===== config.mk =====
export PLATFORM = sky130hd
export DESIGN_NAME = hellschreiber_glyph_keyer
export DESIGN_NICKNAME = d
export VERILOG_FILES = /design/src/rtl/hgk_pkg.sv /design/src/rtl/hgk_front.sv /design/src/rtl/hgk_queue.sv /design/src/rtl/hgk_back.sv /design/src/rtl/hellschreiber_glyph_keyer.sv
export SDC_FILE = /design/constraint.sdc
export NUM_CORES = 1
export LEC_CHECK = 0
export BUFFER_PORTS_ARGS = -buffer_cell sky130_fd_sc_hd__buf_2
export CELL_PAD_IN_SITES_DETAIL_PLACEMENT = 1
export CELL_PAD_IN_SITES_GLOBAL_PLACEMENT = 2
export CORE_UTILIZATION = 38
export CTS_BUF_LIST = sky130_fd_sc_hd__clkbuf_4 sky130_fd_sc_hd__clkbuf_8
export DETAILED_ROUTE_END_ITERATION = 16
export GPL_TIMING_DRIVEN = 1
export PLACE_DENSITY_LB_ADDON = 0.25
export SKIP_CTS_REPAIR_TIMING = 1
export SYNTH_ARGS = -nofsm -noshare
export SYNTH_HDL_FRONTEND = slang
export SYNTH_SLANG_ARGS = --single-unit

===== constraint.sdc =====
create_clock -name clk -period 9.2 [get_ports clk]
set_input_delay 0.46 -clock clk [delete_from_list [all_inputs] [get_ports clk]]
set_output_delay 0.46 -clock clk [all_outputs]
set_load 0.01 [all_outputs]

===== src/rtl/hgk_pkg.sv =====
// Shared constants, types, glyph tables and helpers for the Hellschreiber glyph keyer.
package hgk_pkg;

    localparam int COLUMNS_PER_CHAR  = 7;
    localparam int PIXELS_PER_COLUMN = 7;
    localparam int GLYPH_BYTES       = 5;
    localparam int LETTER_COUNT      = 26;
    localparam int SYMBOL_COUNT      = 14;

    localparam int COL_W   = $clog2(COLUMNS_PER_CHAR);
    localparam int PIX_W   = (PIXELS_PER_COLUMN > 1) ? $clog2(PIXELS_PER_COLUMN) : 1;
    localparam int CHAR_W  = 8;
    localparam int TONE_W  = 12;
    localparam int IDX_W   = $clog2(LETTER_COUNT);
    localparam int DATA_W  = 32;
    localparam int ADDR_W  = 3;
    localparam int REG_BIT = 2;

    localparam int QUEUE_DEPTH = 2;
    localparam int QPTR_W      = $clog2(QUEUE_DEPTH);
    localparam int QCNT_W      = $clog2(QUEUE_DEPTH + 1);

    localparam logic [TONE_W-1:0] TONE_RESET     = 12'd2100;
    localparam logic              REG_TONE_LEVEL = 1'b0;

    localparam logic [CHAR_W-1:0] CHAR_LOWER_A = 8'h61;
    localparam logic [CHAR_W-1:0] CHAR_LOWER_Z = 8'h7a;
    localparam logic [CHAR_W-1:0] CHAR_UPPER_A = 8'h41;
    localparam logic [CHAR_W-1:0] CHAR_UPPER_Z = 8'h5a;
    localparam logic [CHAR_W-1:0] CHAR_COMMA   = 8'h2c;
    localparam logic [CHAR_W-1:0] CHAR_NINE    = 8'h39;

    localparam logic [7:0] BLANK_BYTE = 8'h00;

    typedef enum logic [1:0] {
        GLYPH_BLANK,
        GLYPH_LETTER,
        GLYPH_SYMBOL
    } glyph_kind_t;

    typedef struct packed {
        glyph_kind_t      kind;
        logic [IDX_W-1:0] index;
    } glyph_t;

    typedef struct packed {
        logic full;
        logic empty;
    } queue_status_t;

    localparam logic [7:0] LETTER_ROM [0:129] = '{
        8'h78,8'h2c,8'h24,8'h2c,8'h78,8'h44,8'h7c,8'h54,8'h54,8'h28,8'h38,8'h6c,8'h44,
        8'h44,8'h28,8'h44,8'h7c,8'h44,8'h44,8'h38,8'h7c,8'h54,8'h54,8'h44,8'h44,8'h7c,
        8'h14,8'h14,8'h04,8'h04,8'h38,8'h6c,8'h44,8'h54,8'h34,8'h7c,8'h10,8'h10,8'h10,
        8'h7c,8'h00,8'h44,8'h7c,8'h44,8'h00,8'h60,8'h40,8'h40,8'h40,8'h7c,8'h7c,8'h10,
        8'h38,8'h28,8'h44,8'h7c,8'h40,8'h40,8'h40,8'h40,8'h7c,8'h08,8'h10,8'h08,8'h7c,
        8'h7c,8'h04,8'h08,8'h10,8'h7c,8'h38,8'h44,8'h44,8'h44,8'h38,8'h44,8'h7c,8'h54,
        8'h14,8'h1c,8'h38,8'h44,8'h64,8'hc4,8'hb8,8'h7c,8'h14,8'h14,8'h34,8'h58,8'h58,
        8'h54,8'h54,8'h54,8'h24,8'h04,8'h04,8'h7c,8'h04,8'h04,8'h7c,8'h40,8'h40,8'h40,
        8'h7c,8'h7c,8'h20,8'h10,8'h08,8'h04,8'h7c,8'h60,8'h7c,8'h40,8'h7c,8'h44,8'h28,
        8'h10,8'h28,8'h44,8'h04,8'h08,8'h70,8'h08,8'h04,8'h44,8'h64,8'h54,8'h4c,8'h64
    };

    localparam logic [7:0] SYMBOL_ROM [0:69] = '{
        8'h80,8'ha0,8'h60,8'h00,8'h00,8'h00,8'h10,8'h10,8'h10,8'h00,8'h40,8'h40,8'h00,
        8'h00,8'h00,8'h40,8'h20,8'h10,8'h08,8'h04,8'h38,8'h64,8'h54,8'h4c,8'h38,8'h04,
        8'h04,8'h7c,8'h00,8'h00,8'h48,8'h64,8'h54,8'h4c,8'h40,8'h44,8'h44,8'h54,8'h54,
        8'h3c,8'h1c,8'h10,8'h10,8'h7c,8'h10,8'h40,8'h5c,8'h54,8'h54,8'h34,8'h3c,8'h52,
        8'h4a,8'h48,8'h30,8'h44,8'h24,8'h14,8'h0c,8'h04,8'h6c,8'h5a,8'h54,8'h5a,8'h6c,
        8'h08,8'h4a,8'h4a,8'h2a,8'h38
    };

    // Map a character code onto a glyph class and its row in the table.
    function automatic glyph_t classify(input logic [CHAR_W-1:0] ch);
        glyph_t g;
        g.kind  = GLYPH_BLANK;
        g.index = '0;
        if (ch inside {[CHAR_LOWER_A:CHAR_LOWER_Z]}) begin
            g.kind  = GLYPH_LETTER;
            g.index = IDX_W'(ch - CHAR_LOWER_A);
        end else if (ch inside {[CHAR_UPPER_A:CHAR_UPPER_Z]}) begin
            g.kind  = GLYPH_LETTER;
            g.index = IDX_W'(ch - CHAR_UPPER_A);
        end else if (ch inside {[CHAR_COMMA:CHAR_NINE]}) begin
            g.kind  = GLYPH_SYMBOL;
            g.index = IDX_W'(ch - CHAR_COMMA);
        end
        return g;
    endfunction

    // Column byte of a glyph; only columns 1..GLYPH_BYTES carry ink.
    function automatic logic [7:0] column_byte(input glyph_t g, input logic [COL_W-1:0] col);
        logic [7:0] addr;
        logic [7:0] data;
        addr = 8'(g.index) * 8'(GLYPH_BYTES) + 8'(col) - 8'd1;
        data = BLANK_BYTE;
        if (col != '0 && col <= COL_W'(GLYPH_BYTES)) begin
            case (g.kind)
                GLYPH_LETTER: data = LETTER_ROM[addr];
                GLYPH_SYMBOL: data = SYMBOL_ROM[addr[6:0]];
                default:      data = BLANK_BYTE;
            endcase
        end
        return data;
    endfunction

endpackage


===== src/rtl/hgk_front.sv =====
// Front end: accepts characters and classifies them into glyph entries.
module hgk_front
    import hgk_pkg::*;
(
    input  logic [CHAR_W-1:0] character,
    input  logic              char_valid,
    output logic              char_stall,
    input  queue_status_t     qstat,
    output logic              push,
    output glyph_t            push_data
);

    assign char_stall = qstat.full;
    assign push       = char_valid && !qstat.full;
    assign push_data  = classify(character);

endmodule


===== src/rtl/hgk_queue.sv =====
// Short glyph queue between the front end and the pixel sequencer.
module hgk_queue
    import hgk_pkg::*;
(
    input  logic          clk,
    input  logic          rst_n,
    input  logic          push,
    input  glyph_t        push_data,
    input  logic          pop,
    output glyph_t        pop_data,
    output queue_status_t qstat
);

    glyph_t              slot_reg [QUEUE_DEPTH];
    logic [QPTR_W-1:0]   wr_ptr_reg;
    logic [QPTR_W-1:0]   wr_ptr_next;
    logic [QPTR_W-1:0]   rd_ptr_reg;
    logic [QPTR_W-1:0]   rd_ptr_next;
    logic [QCNT_W-1:0]   count_reg;
    logic [QCNT_W-1:0]   count_next;

    function automatic logic [QPTR_W-1:0] bump(input logic [QPTR_W-1:0] p);
        return (p == QPTR_W'(QUEUE_DEPTH - 1)) ? '0 : p + QPTR_W'(1);
    endfunction

    always_comb
    begin
        wr_ptr_next = push ? bump(wr_ptr_reg) : wr_ptr_reg;
        rd_ptr_next = pop ? bump(rd_ptr_reg) : rd_ptr_reg;
        count_next  = count_reg;
        if (push && !pop)
        begin
            count_next = count_reg + QCNT_W'(1);
        end
        else if (pop && !push)
        begin
            count_next = count_reg - QCNT_W'(1);
        end
    end

    always_ff @(posedge clk or negedge rst_n)
    begin
        if (!rst_n)
        begin
            wr_ptr_reg <= '0;
            rd_ptr_reg <= '0;
            count_reg  <= '0;
        end
        else
        begin
            wr_ptr_reg <= wr_ptr_next;
            rd_ptr_reg <= rd_ptr_next;
            count_reg  <= count_next;
        end
    end

    always_ff @(posedge clk)
    begin
        if (push)
        begin
            slot_reg[wr_ptr_reg] <= push_data;
        end
    end

    assign pop_data    = slot_reg[rd_ptr_reg];
    assign qstat.full  = (count_reg == QCNT_W'(QUEUE_DEPTH));
    assign qstat.empty = (count_reg == '0);

endmodule


===== src/rtl/hgk_back.sv =====
// Back end: walks each glyph column by column, one pixel word per cycle unless stalled.
module hgk_back
    import hgk_pkg::*;
(
    input  logic              clk,
    input  logic              rst_n,
    input  queue_status_t     qstat,
    output logic              pop,
    input  glyph_t            pop_data,
    input  logic [TONE_W-1:0] tone_level,
    output logic              pix_valid,
    input  logic              pix_stall,
    output logic              key_on,
    output logic [TONE_W-1:0] dac_value,
    output logic              last_pixel
);

    logic              busy_reg;
    logic              busy_next;
    glyph_t            glyph_reg;
    glyph_t            glyph_next;
    logic [COL_W-1:0]  col_reg;
    logic [COL_W-1:0]  col_next;
    logic [PIX_W-1:0]  pix_reg;
    logic [PIX_W-1:0]  pix_next;
    logic              out_valid_reg;
    logic              key_reg;
    logic [TONE_W-1:0] dac_reg;
    logic              last_reg;

    logic              advance;
    logic              col_end;
    logic              last_pos;
    logic [7:0]        cur_byte;
    logic              cur_bit;

    assign advance  = !out_valid_reg || !pix_stall;
    assign col_end  = (pix_reg == PIX_W'(PIXELS_PER_COLUMN - 1));
    assign last_pos = busy_reg && col_end && (col_reg == COL_W'(COLUMNS_PER_CHAR - 1));
    assign cur_byte = column_byte(glyph_reg, col_reg);
    assign cur_bit  = cur_byte[3'(3'd7 - 3'(pix_reg))];

    // Take the next glyph when idle or as the last pixel of this one leaves.
    assign pop = !qstat.empty && (!busy_reg || (advance && last_pos));

    always_comb
    begin
        busy_next  = busy_reg;
        glyph_next = glyph_reg;
        col_next   = col_reg;
        pix_next   = pix_reg;
        if (busy_reg && advance)
        begin
            if (col_end)
            begin
                pix_next = '0;
                col_next = col_reg + COL_W'(1);
            end
            else
            begin
                pix_next = pix_reg + PIX_W'(1);
            end
            if (last_pos)
            begin
                busy_next = 1'b0;
            end
        end
        if (pop)
        begin
            busy_next  = 1'b1;
            glyph_next = pop_data;
            col_next   = '0;
            pix_next   = '0;
        end
    end

    always_ff @(posedge clk or negedge rst_n)
    begin
        if (!rst_n)
        begin
            busy_reg      <= 1'b0;
            col_reg       <= '0;
            pix_reg       <= '0;
            out_valid_reg <= 1'b0;
        end
        else
        begin
            busy_reg <= busy_next;
            col_reg  <= col_next;
            pix_reg  <= pix_next;
            if (advance)
            begin
                out_valid_reg <= busy_reg;
            end
        end
    end

    always_ff @(posedge clk)
    begin
        glyph_reg <= glyph_next;
        if (advance)
        begin
            key_reg  <= cur_bit;
            dac_reg  <= cur_bit ? tone_level : '0;
            last_reg <= last_pos;
        end
    end

    assign pix_valid  = out_valid_reg;
    assign key_on     = key_reg;
    assign dac_value  = dac_reg;
    assign last_pixel = last_reg;

endmodule


===== src/rtl/hellschreiber_glyph_keyer.sv =====
// Hellschreiber glyph keyer top level: register port, front end, queue and pixel sequencer.
//
// Each accepted character produces COLUMNS_PER_CHAR * PIXELS_PER_COLUMN pixel words
// (49 at 7x7), column by column, top pixel first; columns 1..5 come from the glyph
// tables, all other columns and unknown characters are blank, and last_pixel marks the
// final word. The pixel sequencer emits one word per cycle while pix_stall is low, so
// characters follow each other without gaps; a two-entry queue lets the next characters
// be taken while one is still being sent, and the first word of a character that enters
// an idle block is registered in the queue, the sequencer and the output register.
// tone_level (byte address 0, reset 2100) sets dac_value on keyed pixels.
module hellschreiber_glyph_keyer
    import hgk_pkg::*;
(
    input  logic              clk,
    input  logic              rst_n,
    input  logic              psel,
    input  logic              penable,
    input  logic              pwrite,
    input  logic [ADDR_W-1:0] paddr,
    input  logic [DATA_W-1:0] pwdata,
    output logic [DATA_W-1:0] prdata,
    output logic              pready,
    input  logic [CHAR_W-1:0] character,
    input  logic              char_valid,
    output logic              char_stall,
    output logic              key_on,
    output logic [TONE_W-1:0] dac_value,
    output logic              last_pixel,
    output logic              pix_valid,
    input  logic              pix_stall
);

    logic [TONE_W-1:0] tone_reg;
    logic              tone_sel;
    logic              push;
    logic              pop;
    glyph_t            push_data;
    glyph_t            pop_data;
    queue_status_t     qstat;

    assign pready   = 1'b1;
    assign tone_sel = (paddr[REG_BIT] == REG_TONE_LEVEL);
    assign prdata   = tone_sel ? DATA_W'(tone_reg) : '0;

    always_ff @(posedge clk or negedge rst_n)
    begin
        if (!rst_n)
        begin
            tone_reg <= TONE_RESET;
        end
        else if (psel && penable && pwrite && tone_sel)
        begin
            tone_reg <= pwdata[TONE_W-1:0];
        end
    end

    hgk_front u_front (
        .character  (character),
        .char_valid (char_valid),
        .char_stall (char_stall),
        .qstat      (qstat),
        .push       (push),
        .push_data  (push_data)
    );

    hgk_queue u_queue (
        .clk       (clk),
        .rst_n     (rst_n),
        .push      (push),
        .push_data (push_data),
        .pop       (pop),
        .pop_data  (pop_data),
        .qstat     (qstat)
    );

    hgk_back u_back (
        .clk        (clk),
        .rst_n      (rst_n),
        .qstat      (qstat),
        .pop        (pop),
        .pop_data   (pop_data),
        .tone_level (tone_reg),
        .pix_valid  (pix_valid),
        .pix_stall  (pix_stall),
        .key_on     (key_on),
        .dac_value  (dac_value),
        .last_pixel (last_pixel)
    );

endmodule


==> impl_metrics.ini <==
[synthesis]
ys.warnings.count = 0
avgSynthCellArea_um2 = 8.74
synth-seq-cells = 59
dominantRegCellSynth = edfxtp_1
synth_area_mm2 = 0.00540
seq_area_frac_synth = 0.307
synth_top_area_frac = 0.195
synth_edf_count = 35
ys_types = 68
yosys-top-cells-area = edfxtp_1 19%, dfrtp_1 9.3%, ha_1 8.6%
async_reset_ff_frac = 0.407
synth_top_area_cell = edfxtp_1
syn_inst = 618

[run_status]
status = finished clean

[grt]
grt_pass1_wl_um = 25700
met2_usage = 0.380
grt_max_degree = 59
grt_usage = 0.226
grt_pass1_vias = 4947
grtUsageMet1 = 0.292
antenna_found_initial = 0
grt-busiest-layer = met2
met3_usage = 0.0211
overflow = 0

[critical_path]
cp_max_fo = 58
worstPathCellList = inv_1, fa_1, inv_1, ha_1, inv_1, fa_1, buf_4, inv_1, xnor2_1, nor2_1, a211oi_1, o311a_1, o221ai_1, o211ai_1, o32ai_1
required_ns = 9.22
crit_type = register to register
critPathSlowestCell = o211ai_1
critPathMaxStageDelay_ns = 0.97
critPathBufInv = 5
endpoint_kind = register
start_kind = register
cp_top_family = compound AO/OA/AOI/OAI gates
cp_common_cell = inv_1
arrival_ns = 5.68

[sta]
slew_headroom = 0.202
max_freq_mhz = 177
finalWorstSetupSlack_ns = 3.54
tightest_slew_ns = 1.19
slew_viol_final = 0
rsz0062_at_grt = no
fin_skew_ns = 0.0112
fin_crit_ns = 5.66
whs_ns = 0.105
min_period_over_period = 0.615
finalSetupViolations = 0
hold_viol_final = 0
setup_tns_ns = 0

[drt]
routed_wl_um = 16000
first_pass_iters = 5
ant_nets = 0
wire_per_inst_um = 19.1
drt_iter0_markers = 344
vias_per_cell = 5.72
dr_total_vias = 4787
route.detailed.drc = 0

[cells_and_area]
areaGrowthSynthToFinish_pct = 9.03
drive_above_1_share = 0.174
num_antenna_cells = 0
final_area_mm2 = 0.00589
largest_reg_flops = 14
mostFrequentLayoutCells = 63 x nand2_1, 55 x buf_2, 53 x inv_1
finalNetCount = 744
layout_commonest_cell = nand2_1

[clock_network]
cts_inserted_buffers = 9
htreeDepth = 3
cts_sinks = 59
clk_pin_slew_ns = 0.07
ctsRootBufferMaster = clkbuf_8
clkLatencyLatePin_ns = 0.34
clock_path_buffers = 2
cts_tree = done

[placement]
place_worst_setup_slack_ns = 3.57
port_buffers = 55
post_dp_cell_area_mm2 = 0.00572
dp_hpwl_um = 11500
routabilityCongestion = 0.876

[die]
dieHeight_um = 121
core_mm2 = 0.0139
die_area_mm2 = 0.0147
rows = 43
die_width_um = 121
initial_utilization = 0.389
io_pins = 99

[power_and_ir_drop]
ir_drop_uv = 154
power_density_mw_per_mm2 = 322
p_leak_nw = 2.49

[min_path]
min_path_type = input pin to asynchronous set/reset pin

[run]
cap_violations = 0
## layer usage
metal  vias to the layer above  routed length [µm]
met2                       145                7790
met3                        36                 699
met5                         -                   0
met4                         0                 507
met1                      2330                6960
li1                       2276                   -
## path summary, 6_finish.rpt
kind                                             to  cells past startpoint                from  slack (ns)
max in group asynchronous        u_queue.rd_ptr_reg                      1               rst_n        8.70
worst min register to register   u_queue.wr_ptr_reg                      1  u_queue.wr_ptr_reg        0.49
min in group clk                        tone_reg[9]                      2           pwdata[9]        0.34
worst min-delay path                    tone_reg[9]                      1               rst_n        0.11
worst max-delay path            u_back.dac_value[7]                     15   u_back.col_reg[1]        3.54
worst max register to register  u_back.dac_value[7]                     15   u_back.col_reg[1]        3.54
## worst register-to-register path: stages, from the launching register on
cell	delay, ns
dfrtp_1	0.42
inv_1	0.15
fa_1	0.49
inv_1	0.07
ha_1	0.21
inv_1	0.07
fa_1	0.48
buf_4	0.46
inv_1	0.53
xnor2_1	0.56
nor2_1	0.09
a211oi_1	0.23
o311a_1	0.23
o221ai_1	0.13
o211ai_1	0.97
o32ai_1	0.25
## logic make-up after synthesis
| group | synth area share |
|---|---|
| AOI/OAI and AO/OA | 0.210 |
| xor gates and xnor gates | 0.0317 |
| adders and majority gates | 0.106 |
| buffers and inverters | 0.0971 |
| DFF | 0.307 |
| muxes | 0.0945 |
| other | 0.00139 |
| and+or+nand+nor | 0.152 |
## synthesized netlist by cell type, types with 9 or more instances
master	count
a211oi_1	11
a21oi_1	32
buf_2	17
buf_4	22
clkbuf_1	19
dfrtp_1	20
edfxtp_1	35
ha_1	37
inv_1	53
mux2_2	20
mux2i_1	15
nand2_1	63
nand2b_1	9
nand3_1	21
nor2_1	44
nor2b_1	10
nor3_1	15
o211ai_1	11
o21ai_0	32
o32ai_1	12
xnor2_1	9
## power breakdown
part	internal, mW	total [mW]	leakage, nW	switching (mW)
clock network	0.108	0.205	0.0921	0.0970
logic	0.462	1.30	1.78	0.836
registers	0.347	0.392	0.616	0.0453
## layout make-up
class                   count  area [µm²]
fillers                  1675        7990
multi-input cells         466        3300
flip-flops and latches     59        1660
repair buffers             63         335
well taps                 180         225
inverters                  53         199
clock buffers              12         153
clock inverters             4        17.5
## stage by stage
| stage | util | power, mW | instances |
|---|---|---|---|
| after floorplan | - | 1.33 | 637 |
| after global placement | 0.412 | 1.64 | 821 |
| after detailed placement | 0.412 | 1.67 | 821 |
| after CTS | 0.424 | 1.89 | 837 |
| after global routing | 0.424 | 2.04 | 837 |
| final | 0.424 | 1.90 | 837 |
No activity file was read; power rests on OpenSTA's default activity.
